[config.mk]
export PLATFORM = sky130hd
export DESIGN_NAME = epw_queue
export DESIGN_NICKNAME = d
export VERILOG_FILES = /design/src/design/epw_pkg.sv /design/src/design/epw_queue.sv
export SDC_FILE = /design/constraint.sdc
export NUM_CORES = 1
export LEC_CHECK = 0
export ABC_AREA = 1
export ABC_CLOCK_PERIOD_IN_PS = 8100
export BUFFER_PORTS_ARGS = -buffer_cell sky130_fd_sc_hd__buf_2
export CAP_MARGIN = 25
export CORE_MARGIN = 2
export CORE_UTILIZATION = 33
export DETAILED_ROUTE_END_ITERATION = 10
export PLACE_DENSITY = 0.61
export RECOVER_POWER = 50
export SYNTH_ARGS = -nofsm -noshare
export SYNTH_HDL_FRONTEND = slang
export SYNTH_SLANG_ARGS = --single-unit
[constraint.sdc]
create_clock -name clk -period 8.1 [get_ports clk]
set_input_delay 0.405 -clock clk [delete_from_list [all_inputs] [get_ports clk]]
set_output_delay 0.405 -clock clk [all_outputs]
set_load 0.01 [all_outputs]
[src/design/epw_pkg.sv]
// shared types, register indexes and constants for the esc pulse width mapper
package epw_pkg;

    localparam int CFG_IDX_W  = 3;
    localparam int CFG_DATA_W = 16;

    localparam logic [CFG_IDX_W-1:0] CFG_INPUT_MIN       = 3'd0;
    localparam logic [CFG_IDX_W-1:0] CFG_INPUT_MAX       = 3'd1;
    localparam logic [CFG_IDX_W-1:0] CFG_PULSE_MIN_US    = 3'd2;
    localparam logic [CFG_IDX_W-1:0] CFG_PULSE_CENTER_US = 3'd3;
    localparam logic [CFG_IDX_W-1:0] CFG_PULSE_MAX_US    = 3'd4;
    localparam logic [CFG_IDX_W-1:0] CFG_FRAME_RATE_HZ   = 3'd5;
    localparam logic [CFG_IDX_W-1:0] CFG_DUTY_BITS       = 3'd6;
    localparam logic [CFG_IDX_W-1:0] CFG_DEADBAND_PCT    = 3'd7;

    typedef enum logic [1:0] {
        MODE_FWD        = 2'd0,
        MODE_BIDIR      = 2'd1,
        MODE_SAFE_FWD   = 2'd2,
        MODE_SAFE_BIDIR = 2'd3
    } mode_t;

    typedef struct packed {
        logic [15:0] input_min;
        logic [15:0] input_max;
        logic [15:0] pulse_min_us;
        logic [15:0] pulse_center_us;
        logic [15:0] pulse_max_us;
        logic [15:0] frame_rate_hz;
        logic [3:0]  duty_bits;
        logic [6:0]  deadband_pct;
    } cfg_t;

    // x / 100 as (x * RECIP_100) >> RECIP_SHIFT, exact for x below 2^23
    localparam logic [30:0] RECIP_100   = 31'd1374389535;
    localparam int          RECIP_SHIFT = 37;

    localparam int          MAP_Q_W    = 16;
    localparam int          PER_Q_W    = 20;
    localparam int          DUTY_Q_W   = 28;
    localparam logic [19:0] PERIOD_NUM = 20'd1000000;

    // classified command handed from front to back
    typedef struct packed {
        logic        direct;
        logic        neg;
        logic [15:0] base;
        logic [15:0] den;
        logic [31:0] num;
    } job_t;

endpackage

[src/design/epw_queue.sv]
// two-entry queue between front and back
module epw_queue (
    input  logic          clk,
    input  logic          rst_n,
    input  logic          push_valid,
    output logic          push_ready,
    input  epw_pkg::job_t push_data,
    output logic          pop_valid,
    input  logic          pop_ready,
    output epw_pkg::job_t pop_data
);

    epw_pkg::job_t mem_reg [2];
    logic          wr_ptr_reg, wr_ptr_next;
    logic          rd_ptr_reg, rd_ptr_next;
    logic [1:0]    count_reg, count_next;
    logic          do_push, do_pop;

    assign push_ready = (count_reg != 2'd2);
    assign pop_valid  = (count_reg != 2'd0);
    assign pop_data   = mem_reg[rd_ptr_reg];
    assign do_push    = push_valid && push_ready;
    assign do_pop     = pop_valid && pop_ready;

    always_comb
    begin
        wr_ptr_next = do_push ? !wr_ptr_reg : wr_ptr_reg;
        rd_ptr_next = do_pop ? !rd_ptr_reg : rd_ptr_reg;
        count_next  = count_reg + {1'b0, do_push} - {1'b0, do_pop};
    end

    always_ff @(posedge clk)
    begin
        if (do_push)
            mem_reg[wr_ptr_reg] <= push_data;
    end

    always_ff @(posedge clk or negedge rst_n)
    begin
        if (!rst_n)
        begin
            wr_ptr_reg <= 1'b0;
            rd_ptr_reg <= 1'b0;
            count_reg  <= 2'd0;
        end
        else
        begin
            wr_ptr_reg <= wr_ptr_next;
            rd_ptr_reg <= rd_ptr_next;
            count_reg  <= count_next;
        end
    end

endmodule

# After elaboration in Yosys (flattened, before gate mapping)
# Memory sizes are Yosys's and may differ from the RTL's.
# Index checks and enable logic that the tools add are counted.
op_classes:
  mux: 2
  add_sub_neg: 2
  eq_ne: 1
  reduce_logical: 5
op_table:
  columns: ["op", "count"]
  rows:
  - ["$add 2x1->2", 1]
  - ["$logic_and 1x1->1", 2]
  - ["$logic_not 1->1", 2]
  - ["$mux 1", 2]
  - ["$ne 2x2->1 const B", 1]
  - ["$reduce_bool 2->1", 1]
  - ["$sub 2x1->2", 1]
word_totals:
  elab_cells: 14
  ramBits: 132
  n_memories: 1
  register_bits: 4
mem_list:
  columns: ["memory", "depth", "word_bits", "rd", "rd_clocked_by_memory_dff", "write_ports", "line_no", "text"]
  rows:
  - ["mem_reg", 2, 66, 1, 0, 1, "epw_queue.sv:13", "epw_pkg::job_t mem_reg [2];"]

# Depth between registers and ports, before layout
logic_depth:
  ltp_word: 4
  mapped_depth: 12

# Least setup slack after synthesis
# Ideal clock, no wire load.
synth_path:
  path_type: "register to register"
  startpoint: "reg count_reg[1]"
  endpoint: "mem mem_reg[1][0] in the netlist's numbering (enable)"
  arrival_ns: 3.478
  stages_incl_launch_ff: 4
  path_buffers: 0
  slack_ns: 4.130
  synth_period_minus_slack_ns: 3.970
  cell_sequence: "dfrtp_1 > nand2_1 > nand2_1 > nor2_1"
synth_between:
  elab_chain_cells: 4
synth_rtl:
  columns: ["item", "line_no", "text"]
  rows:
  - ["from (decl)", "epw_queue.sv:16", "logic [1:0] count_reg, count_next;"]
  - ["from (signal assigned)", "epw_queue.sv:50", "count_reg <= count_next;"]
  - ["$ne 2x2->1", "epw_queue.sv:19", "assign push_ready = (count_reg != 2'd2);"]
  - ["named net push_ready", "epw_queue.sv:6", "output logic push_ready,"]
  - ["$logic_and 1x1->1", "epw_queue.sv:22", "assign do_push = push_valid && push_ready;"]
  - ["$mux 1", "epw_queue.sv:34", "if (do_push)"]
  - ["$mux 1 (implied by the code)", "epw_queue.sv:35", "mem_reg[wr_ptr_reg] <= push_data;"]
  - ["to (decl)", "epw_queue.sv:13", null]
# The timed path passes the listed nets, and every way through them passes these cells.

# Worst setup path in the final report
layout_path:
  startpoint: "reg count_reg[1]"
  endpoint: "mem mem_reg[0][50] in the netlist's numbering (enable)"
layout_between:
  elab_chain_cells: 4
layout_rtl:
  columns: ["item", "line_no"]
  rows:
  - ["$ne 2x2->1", "epw_queue.sv:19"]
  - ["$logic_and 1x1->1", "epw_queue.sv:22"]
  - ["$mux 1", "epw_queue.sv:34"]
  - ["$mux 1 (implied by the code)", "epw_queue.sv:35"]
# Every way passes these cells.

==> metrics.cfg <==
[routing]
vias = 3191
avgRoutedWirePerCell_um = 13.61
drt_first_iter_violations = 137
ant_nets = 0
routed_wirelength_um = 9857
drtPass1Iterations = 4
viasPerCell = 4.407
drc_errors = 0

[critical_path]
cp_slowest_cell = nor2_1
r2r_end = mem_reg[0][50]$_DFFE_PP_
startpoint = count_reg[1]$_DFF_PN0_
r2r-start = count_reg[1]$_DFF_PN0_
worstPathMaxFanout = 36
required_ns = 8.15
path_class = reg -> reg
cp_common_cell = nand2_1
endpoint = mem_reg[0][50]$_DFFE_PP_
reg2reg_depth = 4
worstPathArrival_ns = 3.82
crit_chain = nand2_1, nand2_1, nor2_1, buf_4
worst_path_largest_cell_delay_ns = 1.99
critPathLaunchType = flip-flop
crit_path_end_kind = flip-flop
ff2ff_setup_slack_ns = 4.33

[timing]
setup_viol = 0
holdWs_ns = 0.1815
maxSlewViolCount = 32
rsz0062_at_grt = false
tightest_slew_ns = 2.680
relSlewSlack = -0.7930
fin_worst_skew_ns = 0.006792
clock.fmax_mhz = 264.9
min_period_ns = 3.774
setup-tns-final_ns = 0
period_share = 0.4660
worst_slack_ns = 4.326
hold_violations = 0

[global_route]
antenna_found_initial = 1
grt_pass1_vias = 3219
track_usage = 0.1273
grt_max_degree = 68
use_met3 = 0.05570
grt.overflow.total = 0
busiest_layer = met2
grt_pass1_wl_um = 15430
gr-usage-met1 = 0.1401
met2_usage = 0.2147

[run_status]
status = finished with violations
violations = capacitance limit, slew limit

[clock_tree]
h-tree-depth = 4
clk_path_buf_depth = 2
cts_setup_buffers = 0
cts.sinks = 136
path_clk_slew_ns = 0.06
cts_root_buffer = clkbuf_16
cts_buffers = 17
insertion_delay_ns = 0.41
tritoncts = yes

[synthesis]
synthXorXnorAreaFrac = 0.001750
synth_fa_ha_area_frac = 0.002500
ys_types = 14
ys_seq_elements = 136
syn_nets = 447
synth_mux_area_frac = 0
syn_area_per_cell_um2 = 13.31
synth_cells = 376
synth-simple-area-share = 0.1610
synth_top_family_by_area = simple AND/OR/NAND/NOR gates
synth-compound-area-share = 0.002000
yosys_warnings = 0
ys_seq_area_frac = 0.8120
netlist_area_um2 = 5005

[place]
globalplace.congestion = 0.7531
pre_cts_slack_ns = 5.593
dp_cells = 691
port_buffers = 137
dp_hpwl_um = 6080

[final_layout]
area_delta_synth_final_pct = 29.82
diodes = 0
largest_reg_flops = 132
fin_nets = 594
drive_gt1_frac = 0.2425
fillers = 1406
instances_no_fill = 724

[floorplanning]
initial_utilization = 0.3329
core_um2 = 15030
dieArea_um2 = 16170
die_w_um = 127.2
num_rows = 45
ioPinCount = 138
die_h_um = 127.2

[hold_path]
min_from = push_data[2]
holdCritPathClass = in -> reg

[run]
maxCapViolations = 1

[power_and_ir_drop]
p_per_area_nw_per_um2 = 391.8
p_leak_nw = 2.713
vdd_drop_max_v = 0.0002292

==> metal layers <==
metal	vias up	wire [um]
met2	109	4871
met4	2	172
met5	-	17
met3	17	643
met1	1508	4152
li1	1555	-
==> power by group <==
| part | internal (W) | switching (W) | total (W) |
|---|---|---|---|
| Sequential | 0.000965 | 0.0000376 | 0.00100 |
| Combinational | 0.000235 | 0.000490 | 0.000724 |
| Clock | 0.000544 | 0.000275 | 0.000819 |
| Total | 0.00174 | 0.000802 | 0.00255 |
==> logic make-up (layout without fill, tap and decap cells) <==
logic type,count (synthesis),count (layout)
and+or+nand+nor,214,214
buffers and inverters,22,182
adders and majority gates,1,1
xor gates and xnor gates,1,1
DFF,136,136
AOI/OAI and AO/OA,2,2
==> stage by stage <==
stage / power (W) / cell area (um^2) / util
CTS: 0.002594 / 6556 / 0.4361
finish: 0.002546 / 6497 / 0.4322
floorplan: 0.001461 / 5005 / -
global placement: 0.001743 / 5891 / 0.3918
global route: 0.002704 / 6497 / 0.4322
detailed placement: 0.001766 / 5911 / 0.3932
==> Yosys cell counts (all sizes together) <==
cell type | number | share of area
ha | 1 | 0.0025
o21ai | 1 | 0.0010
clkbuf | 1 | 0.00075
a21oi | 1 | 0.0010
dfrtp | 4 | 0.020
xor2 | 1 | 0.0018
edfxtp | 132 | 0.79
nand2 | 207 | 0.16
inv | 8 | 0.0060
nor2 | 5 | 0.0038
buf | 13 | 0.014
nand3 | 2 | 0.0020
==> cell type report <==
type	instances	area, um^2	share of cell area
tap	188	235.2	0.03620
timing repair buffer	142	686.9	0.1057
sequential	136	4065	0.6257
clock buffer	19	432.9	0.06663
clock inverter	13	202.7	0.03120
multi-input combinational	218	844.6	0.1300
inverter	8	30.03	0.004622
==> worst max-delay path, delay by kind of cell, from the launching register on <==
kind	cells	cell delay, ns
and+or+nand+nor	3	2.29
DFF	1	0.41
buffers and inverters	1	0.70
==> worst min path at each step <==
stage                                          end  slack, ns  cells past startpoint
after floorplan             count_reg[0]$_DFF_PN0_       0.11                      0
after global placement      count_reg[0]$_DFF_PN0_       0.22                      1
after detailed placement    count_reg[0]$_DFF_PN0_       0.22                      1
after CTS                 mem_reg[1][42]$_DFFE_PP_       0.16                      1
after global routing      mem_reg[0][26]$_DFFE_PP_       0.15                      1
final                      mem_reg[1][2]$_DFFE_PP_       0.18                      1
==> layout by cell type (no fill, tap or decap) <==
cell type,netlist,routed
buf_2,11,96
nand2_1,207,207
nor2_4,0,1
clkinv_2,0,1
dfrtp_2,0,1
buf_12,0,1
clkinv_4,0,2
nand3_1,2,2
clkbuf_16,0,17
ha_1,1,1
nor2_1,5,4
buf_4,2,3
clkinvlp_4,0,3
bufinv_16,0,5
o21ai_0,1,1
edfxtp_1,132,132
inv_1,7,8
a21oi_1,1,1
clkbuf_1,1,43
dfrtp_1,4,3
xor2_1,1,1
dlygate4sd3_1,0,1
clkinv_1,0,2
==> what timing repair did <==
action / in CTS / in global routing
setup endpoints to repair: 0 / 0
gates resized for setup: 0 / 0
endpoints found under the hold margin: 4 / 0
hold buffers: 1 / 0
No activity file was read; power rests on OpenSTA's default activity.
