`src/design/epw_pkg.sv`:
```
// shared types, register indexes and constants for the esc pulse width mapper
package epw_pkg;

    localparam int CFG_IDX_W  = 3;
    localparam int CFG_DATA_W = 16;

    localparam logic [CFG_IDX_W-1:0] CFG_INPUT_MIN       = 3'd0;
    localparam logic [CFG_IDX_W-1:0] CFG_INPUT_MAX       = 3'd1;
    localparam logic [CFG_IDX_W-1:0] CFG_PULSE_MIN_US    = 3'd2;
    localparam logic [CFG_IDX_W-1:0] CFG_PULSE_CENTER_US = 3'd3;
    localparam logic [CFG_IDX_W-1:0] CFG_PULSE_MAX_US    = 3'd4;
    localparam logic [CFG_IDX_W-1:0] CFG_FRAME_RATE_HZ   = 3'd5;
    localparam logic [CFG_IDX_W-1:0] CFG_DUTY_BITS       = 3'd6;
    localparam logic [CFG_IDX_W-1:0] CFG_DEADBAND_PCT    = 3'd7;

    typedef enum logic [1:0] {
        MODE_FWD        = 2'd0,
        MODE_BIDIR      = 2'd1,
        MODE_SAFE_FWD   = 2'd2,
        MODE_SAFE_BIDIR = 2'd3
    } mode_t;

    typedef struct packed {
        logic [15:0] input_min;
        logic [15:0] input_max;
        logic [15:0] pulse_min_us;
        logic [15:0] pulse_center_us;
        logic [15:0] pulse_max_us;
        logic [15:0] frame_rate_hz;
        logic [3:0]  duty_bits;
        logic [6:0]  deadband_pct;
    } cfg_t;

    // x / 100 as (x * RECIP_100) >> RECIP_SHIFT, exact for x below 2^23
    localparam logic [30:0] RECIP_100   = 31'd1374389535;
    localparam int          RECIP_SHIFT = 37;

    localparam int          MAP_Q_W    = 16;
    localparam int          PER_Q_W    = 20;
    localparam int          DUTY_Q_W   = 28;
    localparam logic [19:0] PERIOD_NUM = 20'd1000000;

    // classified command handed from front to back
    typedef struct packed {
        logic        direct;
        logic        neg;
        logic [15:0] base;
        logic [15:0] den;
        logic [31:0] num;
    } job_t;

endpackage

```
`src/design/epw_front.sv`:
```
// front end: clamp, deadband decision and map numerator
module epw_front (
    input  logic               clk,
    input  logic               rst_n,
    input  epw_pkg::cfg_t      cfg,
    input  logic               in_valid,
    output logic               in_ready,
    input  logic [15:0]        fwd_throttle,
    input  logic [15:0]        rev_throttle,
    input  logic [1:0]         mode,
    output logic               job_valid,
    input  logic               job_ready,
    output epw_pkg::job_t      job
);

    typedef struct packed {
        logic            valid;
        logic [15:0]     fi;
        logic [15:0]     ri;
        epw_pkg::mode_t  mode;
        logic            empty;
        logic [15:0]     span;
        logic [22:0]     prod;
    } f1_t;

    typedef struct packed {
        logic            valid;
        logic [15:0]     fi;
        logic [15:0]     ri;
        epw_pkg::mode_t  mode;
        logic            empty;
        logic [15:0]     span;
        logic [53:0]     thr_mul;
    } f2_t;

    typedef struct packed {
        logic        valid;
        logic        direct;
        logic        neg;
        logic [15:0] base;
        logic [15:0] den;
        logic [15:0] off;
        logic [15:0] mag;
    } f3_t;

    typedef struct packed {
        logic          valid;
        epw_pkg::job_t job;
    } f4_t;

    f1_t f1_reg, f1_next;
    f2_t f2_reg, f2_next;
    f3_t f3_reg, f3_next;
    f4_t f4_reg, f4_next;
    logic adv;

    function automatic logic [15:0] clamp_in(input logic [15:0] v, input logic [15:0] lo,
                                             input logic [15:0] hi);
        logic [15:0] r;
        if (v < lo)
            r = lo;
        else if (v > hi)
            r = hi;
        else
            r = v;
        return r;
    endfunction

    assign adv       = !f4_reg.valid || job_ready;
    assign in_ready  = adv;
    assign job_valid = f4_reg.valid;
    assign job       = f4_reg.job;

    always_comb
    begin
        f1_next.valid = in_valid;
        f1_next.fi    = clamp_in(fwd_throttle, cfg.input_min, cfg.input_max);
        f1_next.ri    = clamp_in(rev_throttle, cfg.input_min, cfg.input_max);
        f1_next.mode  = epw_pkg::mode_t'(mode);
        f1_next.empty = !(cfg.input_max > cfg.input_min);
        f1_next.span  = cfg.input_max - cfg.input_min;
        f1_next.prod  = {7'd0, f1_next.span} * {16'd0, cfg.deadband_pct};
    end

    always_comb
    begin
        f2_next.valid   = f1_reg.valid;
        f2_next.fi      = f1_reg.fi;
        f2_next.ri      = f1_reg.ri;
        f2_next.mode    = f1_reg.mode;
        f2_next.empty   = f1_reg.empty;
        f2_next.span    = f1_reg.span;
        f2_next.thr_mul = {31'd0, f1_reg.prod} * {23'd0, epw_pkg::RECIP_100};
    end

    always_comb
    begin
        logic [15:0] thr;
        logic        fwd_win;
        logic [15:0] sel;
        logic [15:0] o_start;
        logic [15:0] o_end;
        logic [16:0] diff;
        logic [16:0] magw;
        thr     = cfg.input_min + f2_reg.thr_mul[epw_pkg::RECIP_SHIFT +: 16];
        fwd_win = (f2_reg.fi > thr) && (f2_reg.ri < f2_reg.fi);
        sel     = f2_reg.fi;
        o_start = cfg.pulse_min_us;
        o_end   = cfg.pulse_max_us;
        f3_next.direct = f2_reg.empty;
        case (f2_reg.mode)
            epw_pkg::MODE_FWD:
            begin
                sel     = f2_reg.fi;
                o_start = cfg.pulse_min_us;
                o_end   = cfg.pulse_max_us;
            end
            epw_pkg::MODE_BIDIR:
            begin
                sel     = fwd_win ? f2_reg.fi : f2_reg.ri;
                o_start = cfg.pulse_center_us;
                o_end   = fwd_win ? cfg.pulse_max_us : cfg.pulse_min_us;
            end
            epw_pkg::MODE_SAFE_FWD:
            begin
                o_start        = cfg.pulse_min_us;
                o_end          = cfg.pulse_min_us;
                f3_next.direct = 1'b1;
            end
            default:
            begin
                o_start        = cfg.pulse_center_us;
                o_end          = cfg.pulse_center_us;
                f3_next.direct = 1'b1;
            end
        endcase
        diff          = {1'b0, o_end} - {1'b0, o_start};
        magw          = diff[16] ? (17'd0 - diff) : diff;
        f3_next.valid = f2_reg.valid;
        f3_next.neg   = diff[16];
        f3_next.mag   = magw[15:0];
        f3_next.base  = o_start;
        f3_next.den   = f2_reg.span;
        f3_next.off   = sel - cfg.input_min;
    end

    always_comb
    begin
        f4_next.valid      = f3_reg.valid;
        f4_next.job.direct = f3_reg.direct;
        f4_next.job.neg    = f3_reg.neg;
        f4_next.job.base   = f3_reg.base;
        f4_next.job.den    = f3_reg.den;
        f4_next.job.num    = {16'd0, f3_reg.off} * {16'd0, f3_reg.mag};
    end

    always_ff @(posedge clk or negedge rst_n)
    begin
        if (!rst_n)
        begin
            f1_reg <= '0;
            f2_reg <= '0;
            f3_reg <= '0;
            f4_reg <= '0;
        end
        else if (adv)
        begin
            f1_reg <= f1_next;
            f2_reg <= f2_next;
            f3_reg <= f3_next;
            f4_reg <= f4_next;
        end
    end

endmodule

```
`config.mk`:
```
export PLATFORM = sky130hd
export DESIGN_NAME = epw_front
export DESIGN_NICKNAME = d
export VERILOG_FILES = /design/src/design/epw_pkg.sv /design/src/design/epw_front.sv
export SDC_FILE = /design/constraint.sdc
export NUM_CORES = 2
export LEC_CHECK = 0
export BUFFER_PORTS_ARGS = -buffer_cell sky130_fd_sc_hd__buf_2
export CORE_MARGIN = 2
export CORE_UTILIZATION = 55
export CTS_CLUSTER_DIAMETER = 100
export CTS_CLUSTER_SIZE = 40
export DETAILED_ROUTE_END_ITERATION = 10
export PLACE_DENSITY = 0.82
export SYNTH_ARGS = -nofsm -noshare
export SYNTH_HDL_FRONTEND = slang
export SYNTH_SLANG_ARGS = --single-unit
```
`constraint.sdc`:
```
create_clock -name clk -period 19.15 [get_ports clk]
set_input_delay 3.83 -clock clk [delete_from_list [all_inputs] [get_ports clk]]
set_output_delay 3.83 -clock clk [all_outputs]
set_load 0.03 [all_outputs]
```
* Word-level counts from Yosys, hierarchy flattened
Cells that the tools add are included.
** Storage, ports and cells
- RAM bits :: 0
- Bits in read-only memories :: 0
- Memories kept :: 0
- Output and inout bits :: 68
- Word-level logic and storage cells :: 62
- Latch bits :: 0
- Register bits :: 314
- Bits of input ports :: 145
** Operators by class
- Eq/ne operators :: 2
- Shifts and indexed selects :: 0
- $mul :: 3
- Divide/modulo/power cells :: 0
- $add $sub $neg :: 5
- Mux-type cells :: 11
- Bitwise logic cells :: 0
- Reduce and logical (&&, ||, !) cells :: 7
- Order comparisons :: 7
** Operator list (count)
- 16-bit 2-to-1 mux :: 9
- 16-bit > comparator :: 4
- 23-bit by 31-bit multiplier with 53-bit output (second input constant) :: 1
- 16-bit less-than comparator :: 3
- 16-bit one-hot mux with 3 select lines :: 1
- 16-bit by 16-bit multiplier with 32-bit output :: 1
- 16-bit subtractor :: 2
- 16-bit by 7-bit multiplier with 23-bit output :: 1
- 16-bit by 16-bit subtractor with 17-bit output :: 1
- 16-bit adder :: 1
- 1-bit by 16-bit subtractor with 16-bit output (first input constant) :: 1
- 2-bit OR reduction :: 2
- 2-bit by 1-bit equality test with 1-bit output (second input constant) :: 1
- 2-bit equality test (second input constant) :: 1
- 1-bit logical NOT :: 2
- 2-bit logical NOT :: 1
- 1-bit logical AND :: 1
- 1-bit logical OR :: 1
- 1-bit 2-to-1 mux :: 1

* Logic depth before layout (Yosys ltp)
- Depth after elaboration :: 8
- Gate-level depth with buffers :: 34
- Gate-level depth less buffers :: 32

* Worst setup path before layout
Ideal clock, no wire load.
- Kind :: input to register
- From :: in cfg[91] (netlist name)
- To :: reg f3_reg[12] (netlist name)
- Required time :: 19021 ps
- Arrival time :: 10139 ps
- Cell stages on the path :: 30
- Library setup time :: 129 ps
- Path buffers :: 2
- Slack :: 8881 ps
- Path through :: ha_1 fa_1 a21o_1 a21oi_1 o21ai_0 a21o_1 a21oi_1 o21ai_0 o41ai_1 nor2_1 a311oi_1 ha_1 nor2b_1 o21ai_0 a31oi_1 a21boi_0 clkbuf_1 clkbuf_1 a211oi_1 a21oi_1 ha_1 o21a_1 o31a_4 o211ai_2 nand3_2 or4b_4 or4_4 o31ai_4 xor2_1 o21ai_1
** On the way
- Word-level cells in the longest chain between the ends :: 8
** RTL lines
- start, declared :: line epw_front.sv:5 : input epw_pkg::cfg_t cfg,
- 16-bit adder (*) :: line epw_front.sv:105 : thr = cfg.input_min + f2_reg.thr_mul[epw_pkg::RECIP_SHIFT +: 16];
- 16-bit > comparator (*) :: line epw_front.sv:106 : fwd_win = (f2_reg.fi > thr) && (f2_reg.ri < f2_reg.fi);
- 1-bit logical AND (*) :: line epw_front.sv:106
- 16-bit 2-to-1 mux (*) :: line epw_front.sv:122 : o_end = fwd_win ? cfg.pulse_max_us : cfg.pulse_min_us;
- 16-bit one-hot mux with 3 select lines (*) :: line epw_front.sv:111 : case (f2_reg.mode)
- 16-bit by 16-bit subtractor with 17-bit output (*) :: line epw_front.sv:137 : diff = {1'b0, o_end} - {1'b0, o_start};
- 1-bit by 16-bit subtractor with 16-bit output :: line epw_front.sv:138 : magw = diff[16] ? (17'd0 - diff) : diff;
- 16-bit 2-to-1 mux (*) :: line epw_front.sv:138
- end signal, assigned :: line epw_front.sv:170 : f3_reg <= f3_next;
- end, declared :: line epw_front.sv:53 : f3_t f3_reg, f3_next;
Every way passes the cells marked *; elsewhere a longest branch is shown, timed or not.
A chain may end at the register's enable or synchronous reset.

* Worst setup path in the final report
- From :: in cfg[91] (netlist name)
- To :: reg f3_reg[31] (netlist name)
** On the way
- Word-level cells in the longest chain between the ends :: 6
** RTL lines
- 16-bit adder :: line epw_front.sv:105
- 16-bit > comparator :: line epw_front.sv:106
- 1-bit logical AND :: line epw_front.sv:106
- 16-bit 2-to-1 mux :: line epw_front.sv:120 : sel = fwd_win ? f2_reg.fi : f2_reg.ri;
- 16-bit 2-to-1 mux :: line epw_front.sv:111
- 16-bit subtractor (*) :: line epw_front.sv:144 : f3_next.off = sel - cfg.input_min;
Marks and branches as above.

==> results.txt <==
----------------------------------------------------
[Die]
  Die height ... 268 µm
  I/O Pins ... 213
  Initial Utilization ... 0.558
  Area inside the core boundary ... between 0.06 and 0.07 mm²
  Die width ... around 270 µm
  Number of placement rows ... 96
  Full die area ... 0.0720 mm²

[Final layout]
  Post-layout util ... 0.592
  Area growth from synthesis to layout ... 6.15%
  Post-layout nets ... between 5000 and 6000
  Largest register FFs ... 75
  Share of layout cells above drive strength 1 ... 0.0614
  Count of filler cells inserted in the layout ... roughly 6000

[Timing]
  Hold WS ... between 0.4 and 0.5 ns
  Setup total negative slack ... 0 ns
  Worst-margin pin slew ... ~1.2 ns
  Max-Slew Margin vs Limit ... 0.195
  Post-route clock skew ... 0.0401 ns
  Unrepaired setup endpoints after global routing ... no
  Time the final worst path needs with I/O delays and setup ... 10.96 ns
  Final setup fails ... 0
  Number of max-slew violations in the final report ... 0
  Hold Vio Cnt, Final ... 0
  Final clock period utilization by the worst path ... 0.572
  Fmax ... around 91 MHz

[Min path]
  Startpoint of the tightest hold check path ... job[3]
  Worst hold path stage count ... 2
  Class of the most critical hold timing path ... reg2reg
  End point of the worst hold path ... job[3]

[Run status]
  Outcome ... finished, final reports clean

[Clock network]
  Resize count post-CTS ... 0
  H-tree levels ... 1
  Root Buffer ... sky130_fd_sc_hd__clkbuf_16
  Clock tree from TritonCTS ... done
  Maximum number of buffers from clock root to sink ... 3
  Hold-fix buffers at CTS ... 0
  Post-CTS setup repair buffer count ... 0
  Number of clock sinks ... between 200 and 300
  Number of buffers created by CTS ... 15
  Worst skew pair latency ... between 0.5 and 0.6 ns
  Reg clk slew, reported paths ... about 0.11 ns

[Worst setup path]
  Worst stage delay on the critical path ... between 0.9 and 1 ns
  Critical-path top delay cell ... sky130_fd_sc_hd__a21oi_2
  RR Endpoint ... f3_reg[31]
  Reg-to-reg startpoint ... f2_reg[37]
  Logic depth of the worst path, buffers included ... 28
  Critical Path AT ... 11.43 ns
  Element type at the critical path start ... input pin
  Reg-to-reg setup timing slack ... about 11 ns
  Cell seen most often among critical-path stages ... sky130_fd_sc_hd__o21ai_0
  R2r worst-path depth ... 27
  Critical Setup Path Class ... in2reg
  CP Data Required Time ... about 20 ns
  Cell class contributing the biggest share of worst-path delay ... compound AO/OA/AOI/OAI gates
  Maximum net fanout on the critical path ... 32
  CP endpoint kind ... register
  WP buf/inv ... 1

[Drt]
  DR pass1 iterations ... 6
  Number of design-rule violations left by the first detailed-router iteration ... between 2000 and 2500
  Post-detailed-routing wire length ... around 97 mm
  Detailed-route vias per instance ... about 5.6
  Vias ... between 20000 and 30000
  Antenna Violating Nets Remaining ... 0
  Number of design rule violations left after detail routing ... 0
  WL per Instance ... 18.2 µm

[Logic synthesis]
  Number of synthesized flops with an enable pin ... 0
  Flip-flop and latch count after synthesis ... ~280
  Part of the Yosys area used for sequential elements ... 0.180
  Count of synthesis-stage warnings from yosys ... 0
  Synth Instances ... about 4300
  Post-Synthesis Cell Area ... 0.0385 mm²
  Dominant synthesized flop cell ... sky130_fd_sc_hd__dfrtp_1
  Number of library cell types mapped by synthesis ... a little under 80
  Mean instance size in the synthesized netlist ... 9.00 µm²
  Synthesized netlist net count ... approximately 5500
  Ys async rst share ... 1.00

[Global route]
  First-pass GRT wire length ... ~160 mm
  Sum of overflow across all layers after global routing ... 0
  Maximum number of pins on one net before global-route repair ... between 200 and 250
  Initial antenna violation count ... 2
  GRT Util Overall ... 0.275
  Number of global-route vias before repair ... ~31000

[Placed design]
  Final RePlAce weighted congestion ... between 0.9 and 1
  Number of buffers added on ports ... 192
  HPWL after detailed placement ... roughly 80 mm

[Flow run]
  Max-cap check violation count ... 0

----------------------------------------------------
-- final cells by class --
cell class / instances / area, µm² / area share
well taps: 931 / 1160 / 0.0285
clock buffers: 16 / 389 / 0.00953
repair buffers: 206 / 1090 / 0.0267
flip-flops and latches: 277 / 6930 / 0.170
multi-input cells: 3106 / 28200 / 0.691
diodes: 2 / 5.00 / 0.000123
clock inverters: 9 / 205 / 0.00503
inverters: 751 / 2830 / 0.0692
-- per-layer routing --
metal	share of wire	vias to the layer above	routed length [µm]	GRT usage
li1	-	13896	-	-
met1	0.41	14701	39800	0.369
met2	0.48	1025	46800	0.465
met3	0.068	194	6560	0.0359
met4	0.035	2	3350	0.0856
met5	0.00012	-	12	0
-- tightest hold or removal path, cell delays in order, from the launching register on --
cell and delay (ns):
sky130_fd_sc_hd__dfrtp_1 0.35, sky130_fd_sc_hd__nand2_1 0.05, sky130_fd_sc_hd__nand2_1 0.05
-- per-stage QoR --
stage | area [µm²] | instances | worst slack, ns
detailed placement | 40200 | 5271 | 7.78
floorplan | 38500 | 4271 | 8.88
global route | 40800 | 5297 | 7.60
finish | 40800 | 5298 | 8.19
global placement | 40200 | 5271 | 7.80
CTS | 40800 | 5296 | 8.30
-- worst max path at each step --
stage               startpoint         end
finish                 cfg[91]  f3_reg[31]
global route           cfg[91]  f3_reg[31]
CTS                    cfg[91]  f3_reg[31]
detailed placement     cfg[91]  f3_reg[31]
global placement       cfg[91]  f3_reg[31]
floorplan              cfg[91]  f3_reg[12]
-- kinds of logic after synthesis --
family / after synthesis / synth area share
compound gates: 624 / 0.104
fa+ha+maj: 1064 / 0.446
mux: 41 / 0.0108
flops: 277 / 0.180
xor+xnor: 119 / 0.0271
simple gates: 1258 / 0.145
buf+inv: 888 / 0.0867
-- cells in the final DEF (no fill, tap or decap), drive strengths merged, types with 12 or more instances in the layout --
cell and instances:
o21ai 139, xor2 53, mux2i 36, and3 14, clkbuf 16, a21o 54, nand3 41, ha 555
nor2 191, inv 753, a221oi 36, a21oi 202, o21a 12, nor3 29, o22ai 18, nand2 714
a211oi 34, o21bai 13, fa 509, o211ai 18, a31oi 16, nand2b 20, xnor2 66, nor2b 51
buf 206, and2 124, nand4 23, dfrtp 277
-- synthesized netlist by cell type (5+ instances only) --
cell type,instances,area (µm²)
sky130_fd_sc_hd__a211o_1,7,61.3
sky130_fd_sc_hd__a211oi_1,34,255
sky130_fd_sc_hd__a21boi_0,7,52.6
sky130_fd_sc_hd__a21o_1,54,405
sky130_fd_sc_hd__a21oi_1,202,1010
sky130_fd_sc_hd__a221oi_1,36,315
sky130_fd_sc_hd__a311oi_1,6,52.6
sky130_fd_sc_hd__a31oi_1,15,93.8
sky130_fd_sc_hd__a41oi_1,5,43.8
sky130_fd_sc_hd__and2_1,123,769
sky130_fd_sc_hd__and3_1,14,87.6
sky130_fd_sc_hd__buf_1,8,30.0
sky130_fd_sc_hd__clkbuf_1,127,477
sky130_fd_sc_hd__dfrtp_1,277,6930
sky130_fd_sc_hd__fa_1,509,10200
sky130_fd_sc_hd__ha_1,555,6940
sky130_fd_sc_hd__inv_1,750,2820
sky130_fd_sc_hd__mux2_2,5,56.3
sky130_fd_sc_hd__mux2i_1,36,360
sky130_fd_sc_hd__nand2_1,714,2680
sky130_fd_sc_hd__nand2b_1,20,125
sky130_fd_sc_hd__nand3_1,40,200
sky130_fd_sc_hd__nand3b_1,7,52.6
sky130_fd_sc_hd__nand4_1,23,144
sky130_fd_sc_hd__nor2_1,191,717
sky130_fd_sc_hd__nor2b_1,51,319
sky130_fd_sc_hd__nor3_1,29,145
sky130_fd_sc_hd__nor4_1,7,43.8
sky130_fd_sc_hd__o2111ai_1,8,70.1
sky130_fd_sc_hd__o211ai_1,16,120
sky130_fd_sc_hd__o21a_1,12,90.1
sky130_fd_sc_hd__o21ai_0,134,671
sky130_fd_sc_hd__o21bai_1,13,97.6
sky130_fd_sc_hd__o22ai_1,18,113
sky130_fd_sc_hd__o31ai_1,9,67.6
sky130_fd_sc_hd__or2_2,9,56.3
sky130_fd_sc_hd__or3_1,10,62.6
sky130_fd_sc_hd__xnor2_1,66,578
sky130_fd_sc_hd__xor2_1,53,464
Power is not shown: default switching activity piles up to over one toggle a cycle in this logic, so the estimate is an artifact.
